<file path="src/rtl/fa_pkg.sv">
// ----------------------------------------------------------------------------
// fa_pkg: shared types and constants of the finite automaton acceptor
// Beat layouts, operation and register codes, table entry packing and the
// state existence helper.
// ----------------------------------------------------------------------------
package fa_pkg;

    // Sizing defaults
    localparam int FA_MAX_STATES      = 16;
    localparam int FA_MAX_TRANSITIONS = 64;

    // Field widths
    localparam int OP_W           = 2;
    localparam int ENTRY_INDEX_W  = 6;
    localparam int STATE_W        = 4;
    localparam int SYMBOL_W       = 8;
    localparam int STATE_SET_W    = 16;
    localparam int COUNT_W        = 16;
    localparam int TR_COUNT_W     = 7;
    localparam int ENTRY_W        = STATE_W + SYMBOL_W + STATE_W;
    localparam int CFG_IDX_W      = 2;
    localparam int CFG_DATA_W     = 16;

    // Operation codes of an input beat
    typedef enum logic [OP_W-1:0] {
        OP_LOAD = 2'd0,
        OP_FEED = 2'd1,
        OP_END  = 2'd2
    } t_op;

    // Configuration register indexes
    typedef enum logic [CFG_IDX_W-1:0] {
        CFG_DET_MODE    = 2'd0,
        CFG_START_STATE = 2'd1,
        CFG_FINAL_MASK  = 2'd2,
        CFG_TR_COUNT    = 2'd3
    } t_cfg_reg;

    // Sequencer states
    typedef enum logic {
        ST_IDLE,
        ST_SCAN
    } t_fa_state;

    // Input beat
    typedef struct packed {
        logic [OP_W-1:0]          operation;
        logic [ENTRY_INDEX_W-1:0] entry_index;
        logic [STATE_W-1:0]       entry_source;
        logic [SYMBOL_W-1:0]      entry_symbol;
        logic [STATE_W-1:0]       entry_target;
        logic [SYMBOL_W-1:0]      symbol;
    } t_in_beat;

    // Result beat
    typedef struct packed {
        logic                   accepted;
        logic                   stalled;
        logic [STATE_SET_W-1:0] reached_states;
        logic [COUNT_W-1:0]     symbols_seen;
    } t_out_beat;

    // Table entry as stored in the RAM
    typedef struct packed {
        logic [STATE_W-1:0]  source;
        logic [SYMBOL_W-1:0] symbol;
        logic [STATE_W-1:0]  target;
    } t_entry;

    // One-hot bit of a state, zero when the state does not exist
    function automatic logic [STATE_SET_W-1:0] state_bit(input logic [STATE_W-1:0] s);
        logic [STATE_SET_W-1:0] b;
        b = '0;
        if (int'(s) < FA_MAX_STATES) begin
            b = STATE_SET_W'(1) << s;
        end
        return b;
    endfunction

endpackage

</file>
<file path="src/rtl/fa_stream_if.sv">
// ----------------------------------------------------------------------------
// fa_stream_if: valid/ready channel
// Carries one payload beat per handshake; the type is set per instance.
// ----------------------------------------------------------------------------
interface fa_stream_if #(
    parameter type t_payload = logic
);
    logic     valid;
    logic     ready;
    t_payload payload;

    modport source (output valid, output payload, input ready);
    modport sink   (input valid, input payload, output ready);
endinterface

</file>
<file path="src/rtl/fa_ram.sv">
// ----------------------------------------------------------------------------
// fa_ram: generic single-write, single-read RAM
// One write port and one read port with registered read data.
// ----------------------------------------------------------------------------
module fa_ram #(
    parameter int WIDTH = 16,
    parameter int DEPTH = 64,
    parameter int AW    = (DEPTH > 1) ? $clog2(DEPTH) : 1
) (
    input  logic             i_clk,
    input  logic             i_we,
    input  logic [AW-1:0]    i_waddr,
    input  logic [WIDTH-1:0] i_wdata,
    input  logic [AW-1:0]    i_raddr,
    output logic [WIDTH-1:0] o_rdata
);

    logic [WIDTH-1:0] r_mem [DEPTH];
    logic [WIDTH-1:0] r_rdata;

    // Write and registered read
    always_ff @(posedge i_clk) begin
        if (i_we) begin
            r_mem[i_waddr] <= i_wdata;
        end
        r_rdata <= r_mem[i_raddr];
    end

    assign o_rdata = r_rdata;

endmodule

</file>
<file path="src/rtl/finite_automaton_acceptor.sv">
// ----------------------------------------------------------------------------
// finite_automaton_acceptor: byte stream acceptor for a table-driven automaton
// Runs a deterministic (first match) or set-of-states automaton over fed
// symbols and reports the verdict on each end beat.
//
//   channel  | dir | beat                                  | handshake
//   ---------+-----+---------------------------------------+-------------
//   i_in     | in  | load entry / feed symbol / end string | valid/ready
//   o_out    | out | accepted, stalled, reached, count     | valid/ready
//   i_cfg_*  | in  | register index and data               | write enable
//
// A feed beat is accepted, then the table RAM is read one entry per scan cycle
// into a single entry comparator, up to live = min(transition_count,
// MAX_TRANSITIONS) entries; once the registered read data of the last entry
// is folded, the new set is committed.
// Reset clears the sequencer, registers and string state; the table RAM is
// not cleared and holds garbage until loaded.
// i_in.ready is low during a scan and while an unread result holds o_out.
// ----------------------------------------------------------------------------
module finite_automaton_acceptor
    import fa_pkg::*;
#(
    parameter int MAX_TRANSITIONS = FA_MAX_TRANSITIONS
) (
    input  logic                  i_clk,
    input  logic                  i_rst_n,
    input  logic                  i_cfg_we,
    input  logic [CFG_IDX_W-1:0]  i_cfg_idx,
    input  logic [CFG_DATA_W-1:0] i_cfg_data,
    fa_stream_if.sink             i_in,
    fa_stream_if.source           o_out
);

    localparam int AW = (MAX_TRANSITIONS > 1) ? $clog2(MAX_TRANSITIONS) : 1;
    localparam int CW = $clog2(MAX_TRANSITIONS + 1);
    localparam int XW = (AW > ENTRY_INDEX_W) ? AW : ENTRY_INDEX_W;

    // Configuration registers
    logic                   r_det;
    logic [STATE_W-1:0]     r_start;
    logic [STATE_SET_W-1:0] r_final;
    logic [TR_COUNT_W-1:0]  r_tr_count;

    // Sequencer and string state
    t_fa_state              r_state,     n_state;
    logic                   r_armed,     n_armed;
    logic                   r_stall,     n_stall;
    logic [STATE_SET_W-1:0] r_active,    n_active;
    logic [COUNT_W-1:0]     r_cnt,       n_cnt;

    // Scan working registers
    logic [STATE_SET_W-1:0] r_mask,      n_mask;
    logic [STATE_SET_W-1:0] r_next,      n_next;
    logic                   r_hit,       n_hit;
    logic [CW-1:0]          r_addr,      n_addr;
    logic                   r_pend,      n_pend;
    logic [SYMBOL_W-1:0]    r_sym,       n_sym;

    // Result register
    logic                   r_out_valid, n_out_valid;
    t_out_beat              r_out,       n_out;

    logic                   w_in_fire;
    logic                   w_out_fire;
    t_in_beat               w_in;
    logic [CW-1:0]          w_live;
    logic                   w_we;
    logic [XW-1:0]          w_idx_ext;
    logic                   w_re;
    logic [ENTRY_W-1:0]     w_rdata;
    t_entry                 w_entry;
    logic [STATE_SET_W-1:0] w_tgt_bit;
    logic                   w_match;
    logic [STATE_SET_W-1:0] w_act0;
    logic                   w_stall0;
    logic [COUNT_W-1:0]     w_cnt0;
    logic [STATE_SET_W-1:0] w_reached;

    // Handshakes
    assign w_in       = i_in.payload;
    assign w_in_fire  = i_in.valid && i_in.ready;
    assign w_out_fire = o_out.valid && o_out.ready;
    assign i_in.ready = (r_state == ST_IDLE) && (!r_out_valid || o_out.ready);
    assign o_out.valid   = r_out_valid;
    assign o_out.payload = r_out;

    // Clamp the live entry count to the table depth
    assign w_live = (int'(r_tr_count) > MAX_TRANSITIONS) ? CW'(MAX_TRANSITIONS)
                                                          : CW'(r_tr_count);

    // Table write on load beats inside the table
    assign w_idx_ext = XW'(w_in.entry_index);
    assign w_we      = w_in_fire && (w_in.operation == OP_LOAD)
                       && (int'(w_in.entry_index) < MAX_TRANSITIONS);

    // Table read: one entry per scan cycle
    assign w_re = (r_state == ST_SCAN) && (r_addr < w_live);

    fa_ram #(
        .WIDTH (ENTRY_W),
        .DEPTH (MAX_TRANSITIONS),
        .AW    (AW)
    ) u_table (
        .i_clk   (i_clk),
        .i_we    (w_we),
        .i_waddr (AW'(w_idx_ext)),
        .i_wdata ({w_in.entry_source, w_in.entry_symbol, w_in.entry_target}),
        .i_raddr (r_addr[AW-1:0]),
        .o_rdata (w_rdata)
    );

    // Shared entry comparator
    assign w_entry   = t_entry'(w_rdata);
    assign w_tgt_bit = state_bit(w_entry.target);
    assign w_match   = r_pend && r_mask[w_entry.source]
                       && (int'(w_entry.source) < FA_MAX_STATES)
                       && (w_entry.symbol == r_sym) && (w_tgt_bit != '0);

    // String state as seen by a feed or end beat, armed if idle
    assign w_act0    = r_armed ? r_active : state_bit(r_start);
    assign w_stall0  = r_armed && r_stall;
    assign w_cnt0    = r_armed ? r_cnt : '0;
    assign w_reached = w_stall0 ? '0 : w_act0;

    // Configuration writes
    always_ff @(posedge i_clk) begin
        if (!i_rst_n) begin
            r_det      <= 1'b0;
            r_start    <= '0;
            r_final    <= '0;
            r_tr_count <= '0;
        end else if (i_cfg_we) begin
            case (t_cfg_reg'(i_cfg_idx))
                CFG_DET_MODE:    r_det      <= i_cfg_data[0];
                CFG_START_STATE: r_start    <= i_cfg_data[STATE_W-1:0];
                CFG_FINAL_MASK:  r_final    <= i_cfg_data[STATE_SET_W-1:0];
                CFG_TR_COUNT:    r_tr_count <= i_cfg_data[TR_COUNT_W-1:0];
                default: ;
            endcase
        end
    end

    // Next state and datapath
    always_comb begin
        n_state     = r_state;
        n_armed     = r_armed;
        n_stall     = r_stall;
        n_active    = r_active;
        n_cnt       = r_cnt;
        n_mask      = r_mask;
        n_next      = r_next;
        n_hit       = r_hit;
        n_addr      = r_addr;
        n_pend      = r_pend;
        n_sym       = r_sym;
        n_out_valid = r_out_valid;
        n_out       = r_out;

        // Drop a result once taken
        if (w_out_fire) begin
            n_out_valid = 1'b0;
        end

        case (r_state)
            ST_IDLE: begin
                if (w_in_fire) begin
                    case (w_in.operation)
                        OP_FEED: begin
                            n_armed  = 1'b1;
                            n_active = w_act0;
                            n_stall  = w_stall0;
                            n_cnt    = (w_cnt0 != '1) ? w_cnt0 + COUNT_W'(1) : w_cnt0;
                            if (!w_stall0) begin
                                n_mask  = r_det ? (w_act0 & (~w_act0 + STATE_SET_W'(1)))
                                                : w_act0;
                                n_next  = '0;
                                n_hit   = 1'b0;
                                n_addr  = '0;
                                n_pend  = 1'b0;
                                n_sym   = w_in.symbol;
                                n_state = ST_SCAN;
                            end
                        end
                        OP_END: begin
                            n_out.accepted       = !w_stall0 && ((w_reached & r_final) != '0);
                            n_out.stalled        = w_stall0;
                            n_out.reached_states = w_reached;
                            n_out.symbols_seen   = w_cnt0;
                            n_out_valid          = 1'b1;
                            n_armed              = 1'b0;
                            n_stall              = 1'b0;
                            n_active             = '0;
                            n_cnt                = '0;
                        end
                        default: ;
                    endcase
                end
            end
            ST_SCAN: begin
                // Advance the read address
                n_pend = w_re;
                if (w_re) begin
                    n_addr = r_addr + CW'(1);
                end
                // Fold the entry read last cycle
                if (w_match) begin
                    n_hit = 1'b1;
                    if (!r_det) begin
                        n_next = r_next | w_tgt_bit;
                    end else if (!r_hit) begin
                        n_next = w_tgt_bit;
                    end
                end
                // Commit once all entries are folded
                if (!w_re && !r_pend) begin
                    n_active = r_hit ? r_next : '0;
                    n_stall  = !r_hit;
                    n_state  = ST_IDLE;
                end
            end
            default: begin
                n_state = ST_IDLE;
            end
        endcase
    end

    // State registers
    always_ff @(posedge i_clk) begin
        if (!i_rst_n) begin
            r_state     <= ST_IDLE;
            r_armed     <= 1'b0;
            r_stall     <= 1'b0;
            r_active    <= '0;
            r_cnt       <= '0;
            r_hit       <= 1'b0;
            r_addr      <= '0;
            r_pend      <= 1'b0;
            r_out_valid <= 1'b0;
        end else begin
            r_state     <= n_state;
            r_armed     <= n_armed;
            r_stall     <= n_stall;
            r_active    <= n_active;
            r_cnt       <= n_cnt;
            r_hit       <= n_hit;
            r_addr      <= n_addr;
            r_pend      <= n_pend;
            r_out_valid <= n_out_valid;
        end
    end

    // Payload registers
    always_ff @(posedge i_clk) begin
        r_mask <= n_mask;
        r_next <= n_next;
        r_sym  <= n_sym;
        r_out  <= n_out;
    end

endmodule

</file>
<file path="src/flat_wrapper.sv">
// flat-port wrapper written by rule: the top's interface ports become plain ports
module finite_automaton_acceptor_flat import fa_pkg::*;
#(
    parameter int MAX_TRANSITIONS = FA_MAX_TRANSITIONS
)
  (i_clk, i_rst_n, i_cfg_we, i_cfg_idx, i_cfg_data, i_in_valid, i_in_payload, i_in_ready, o_out_valid, o_out_payload, o_out_ready);
  fa_stream_if #(.t_payload(t_in_beat)) i_in_i ();
  fa_stream_if #(.t_payload(t_out_beat)) o_out_i ();
  input  logic i_clk;
  input  logic i_rst_n;
  input  logic i_cfg_we;
  input  logic [CFG_IDX_W-1:0] i_cfg_idx;
  input  logic [CFG_DATA_W-1:0] i_cfg_data;
  input wire logic [$bits(i_in_i.valid)-1:0] i_in_valid;
  input wire logic [$bits(i_in_i.payload)-1:0] i_in_payload;
  output wire logic [$bits(i_in_i.ready)-1:0] i_in_ready;
  output wire logic [$bits(o_out_i.valid)-1:0] o_out_valid;
  output wire logic [$bits(o_out_i.payload)-1:0] o_out_payload;
  input wire logic [$bits(o_out_i.ready)-1:0] o_out_ready;
  assign i_in_i.valid = i_in_valid;
  assign i_in_i.payload = i_in_payload;
  assign i_in_ready = i_in_i.ready;
  assign o_out_valid = o_out_i.valid;
  assign o_out_payload = o_out_i.payload;
  assign o_out_i.ready = o_out_ready;
  finite_automaton_acceptor #(.MAX_TRANSITIONS(MAX_TRANSITIONS)) u_core (.i_clk(i_clk), .i_rst_n(i_rst_n), .i_cfg_we(i_cfg_we), .i_cfg_idx(i_cfg_idx), .i_cfg_data(i_cfg_data), .i_in(i_in_i), .o_out(o_out_i));
endmodule
</file>
<file path="config.mk">
export PLATFORM = sky130hd
export DESIGN_NAME = finite_automaton_acceptor_flat
export DESIGN_NICKNAME = d
export VERILOG_FILES = /design/src/rtl/fa_pkg.sv /design/src/rtl/fa_stream_if.sv /design/src/rtl/fa_ram.sv /design/src/rtl/finite_automaton_acceptor.sv /design/src/flat_wrapper.sv
export SDC_FILE = /design/constraint.sdc
export NUM_CORES = 1
export LEC_CHECK = 0
export ABC_AREA = 1
export BUFFER_PORTS_ARGS = -buffer_cell sky130_fd_sc_hd__buf_2
export CAP_MARGIN = 20
export CELL_PAD_IN_SITES_DETAIL_PLACEMENT = 0
export CELL_PAD_IN_SITES_GLOBAL_PLACEMENT = 1
export CORE_UTILIZATION = 40
export CTS_CLUSTER_SIZE = 24
export DETAILED_ROUTE_END_ITERATION = 12
export GPL_TIMING_DRIVEN = 0
export PLACE_DENSITY_LB_ADDON = 0.1
export SYNTH_ARGS = -nofsm -noshare
export SYNTH_HDL_FRONTEND = slang
export SYNTH_SLANG_ARGS = --single-unit
export TNS_END_PERCENT = 5
</file>
<file path="constraint.sdc">
create_clock -name i_clk -period 4.4 [get_ports i_clk]
set_clock_uncertainty 0.05 [all_clocks]
set_input_delay 0.88 -clock i_clk [delete_from_list [all_inputs] [get_ports i_clk]]
set_output_delay 0.88 -clock i_clk [all_outputs]
set_load 0.005 [all_outputs]
</file>
==> impl_metrics.toml <==
[timing]
drv_slew = 0
fmax_mhz = 259
worstMarginPinSlew_ns = 1.23
period_share = 0.877
setup_tns_ns = 0
maxSlewHeadroom = 0.182
hold_ws_ns = 0.248
finalWorstSetupSlack_ns = 0.541
rsz0062_at_grt = "false"
hold_violations = 0
post-route-min-period_ns = 3.86
setup_viol = 0

[place]
pre_cts_ws_ns = 0.128
portBuffers = 89
hpwlAfterDp_mm = 125
gp_congestion = 0.980
placed_area_um2 = 52600

[cts]
cts.repair.resized = 0
cts_buffers = 135
worstSkewPairLatency_ns = 0.79
clockBufferDepth = 3
root_buffer = "clkbuf_16"
ctsHoldBuffers = 0
clock-sinks = 1187
tritoncts = "built"
clk_pin_slew_worst_paths_ns = 0.06
h-tree-depth = 4
postCtsSetupRepairBufs = 0

[worst_setup_path]
crit_fanout = 10
cp-end-kind = "flip-flop"
crit_required_ns = 5.04
critPathKind = "flip-flop to flip-flop"
regToRegStartpoint = "u_core.r_addr[1]$_SDFFE_PN0P_"
slowest_delay_ns = 0.79
cp.arrival_ns = 4.50
cp_cell_sequence = "buf_4, buf_4, clkbuf_1, o21ai_0, o211ai_1, nand3_1, nand3_1, nand3_1, nand2_1"
critPathLaunchType = "flip-flop"
worstRegToRegCells = 9
critPathTopFamily = "buffers and inverters"
slowest_stage = "clkbuf_1"
path_buf_inv = 3
crit_top_cell = "nand3_1"
r2r_setup_slack_ns = 0.54
rr_endpoint = "u_core.u_table.o_rdata[9]$_DFF_P_"

[synthesis]
ys_types = 42
synthFlopType = "edfxtp_1"
yosys.area.top_type = "edfxtp_1"
ys_ff_latch = 1187
yosysWarnings = 0
synth-edff-count = 1098
yosysSeqAreaShare = 0.717
synth.top_cell.area_share = 0.680
synthArstFlopShare = 0
syn_area_um2 = 48500
post_synth_inst_count = 4144
synthesis.nets = 4210
netlist_top_cells_area = "edfxtp_1 (68%), nor2_1 (6.7%), o21ai_0 (4.9%), dfxtp_1 (3.7%), nand2_1 (3.6%)"
ys_top_cells_by_count = "edfxtp_1 (1098), nor2_1 (860), nand2_1 (471), o21ai_0 (471), nand3_1 (265)"
synth.most_common_cell = "edfxtp_1"
avgSynthCellArea_um2 = 11.7

[finish]
design_area_um2 = 56900
regArea_um2 = 34800
final_nets = 4504
fillerInstances = 11100
drive_above_1_share = 0.127
multi_input_area_um2 = 12100
syn_to_final_growth_pct = 17.2

[routing]
detail-route-antenna-nets = 0
drc = 0
drt-wirelength-per-cell_um = 29.0
vias = 34700
post_drt_via_cell_ratio = 5.64
dr.pass1.iters = 5
wl_mm = 179
drt-initial-drc-count = 4277

[floorplan]
rows = 127
dieArea_um2 = 123000
fp.dieH_um = 350
die_w_um = 350
core_area_um2 = 120000
io_pins = 91
initial_core_util = 0.404

[grt]
antenna_found_initial = 10
grt_pass1_wl_mm = 247
grt.total_usage = 0.291
overflow = 0
grt_pass1_vias = 32600
grt_max_degree = 65

[worst_hold_path]
hp-start = "i_in_payload[4]"
min_path_cells = 1
hold_path_class = "input pin to flip-flop"
hold_end = "u_core.r_sym[4]$_DFFE_PP_"

[pwr]
leakage_nw = 19.6
power_mw = 24.3
power.density_nw_per_um2 = 428
irDropWorstVdd_mv = 0.426

[status]
outcome = "finished clean"

[flow_run]
maxCapViolations = 0
kinds of logic after synthesis:
logic type,synth area share
compound gates,0.101
xor+xnor,0.00253
fa+ha+maj,0.00284
buf+inv,0.0378
flops,0.717
simple gates,0.140
registers in the layout, indices dropped and copies added (netlist names), 8 cells and up:
register	cells
u_core.o_out.payload	34
u_core.r_active	16
u_core.r_cnt	16
u_core.r_final	16
u_core.r_mask	16
u_core.r_next	16
u_core.r_sym	8
u_core.u_table.o_rdata	16
u_core.u_table.r_mem	1024
metrics by stage:
stage,utilization,std cells
final,0.473,6157
after global routing,0.473,6156
after CTS,0.473,6155
after detailed placement,0.437,5912
after global placement,0.424,5845
after floorplan,-,4144
placed cells by master (no fill, tap or decap), drive strengths merged, types with 6 or more instances in the layout:
| cell type | n |
|---|---|
| ha | 11 |
| bufinv | 8 |
| nand3 | 266 |
| a22oi | 16 |
| xor2 | 9 |
| inv | 135 |
| nor2 | 865 |
| o21ai | 577 |
| nand2 | 479 |
| a21oi | 116 |
| buf | 297 |
| nand4 | 34 |
| o22ai | 47 |
| o211ai | 126 |
| nor3 | 8 |
| dfxtp | 89 |
| clkbuf | 283 |
| edfxtp | 1098 |
| clkinv | 54 |
| or2 | 6 |
area by class of cell:
| class | instances | area share |
|---|---|---|
| inverter | 136 | 0.00900 |
| antenna | 1 | 0.0000440 |
| buffer | 243 | 0.0233 |
| multi-input combinational | 2578 | 0.214 |
| tap | 1612 | 0.0355 |
| sequential | 1187 | 0.611 |
| clock buffer | 180 | 0.0640 |
| timing repair buffer | 157 | 0.0320 |
| clock inverter | 63 | 0.0115 |
report_power, final:
| group | total (mW) | leakage, nW | switching (mW) | internal (mW) |
|---|---|---|---|---|
| combinational | 0.900 | 6.93 | 0.689 | 0.210 |
| clock | 11.0 | 2.09 | 4.69 | 6.34 |
| sequential | 12.4 | 10.6 | 0.0290 | 12.4 |
per-layer routing:
| layer | track usage | vias to the layer above | wire length (um) |
|---|---|---|---|
| met5 | 0 | - | 10 |
| met4 | 0.120 | 2 | 7640 |
| met3 | 0.0567 | 331 | 15100 |
| met2 | 0.465 | 1647 | 82600 |
| met1 | 0.390 | 17300 | 73200 |
| li1 | - | 15400 | - |
worst max-delay path by stage:
stage                             startpoint                               endpoint  slack [ns]  cells past startpoint
2_1_floorplan                    o_out_ready         u_core.r_next[0]$_SDFFCE_PN0P_        1.04                      7
6_report       u_core.r_addr[1]$_SDFFE_PN0P_      u_core.u_table.o_rdata[9]$_DFF_P_        0.54                      9
5_1_grt        u_core.r_addr[1]$_SDFFE_PN0P_      u_core.u_table.o_rdata[3]$_DFF_P_        0.60                      9
3_3_place_gp                     o_out_ready  u_core.u_table.r_mem[44][7]$_DFFE_PP_       -0.67                     11
3_5_place_dp                     o_out_ready  u_core.u_table.r_mem[30][9]$_DFFE_PP_        0.13                     12
4_1_cts        u_core.r_addr[1]$_SDFFE_PN0P_      u_core.u_table.o_rdata[3]$_DFF_P_        0.65                      9
No activity file was read; power rests on OpenSTA's default activity.
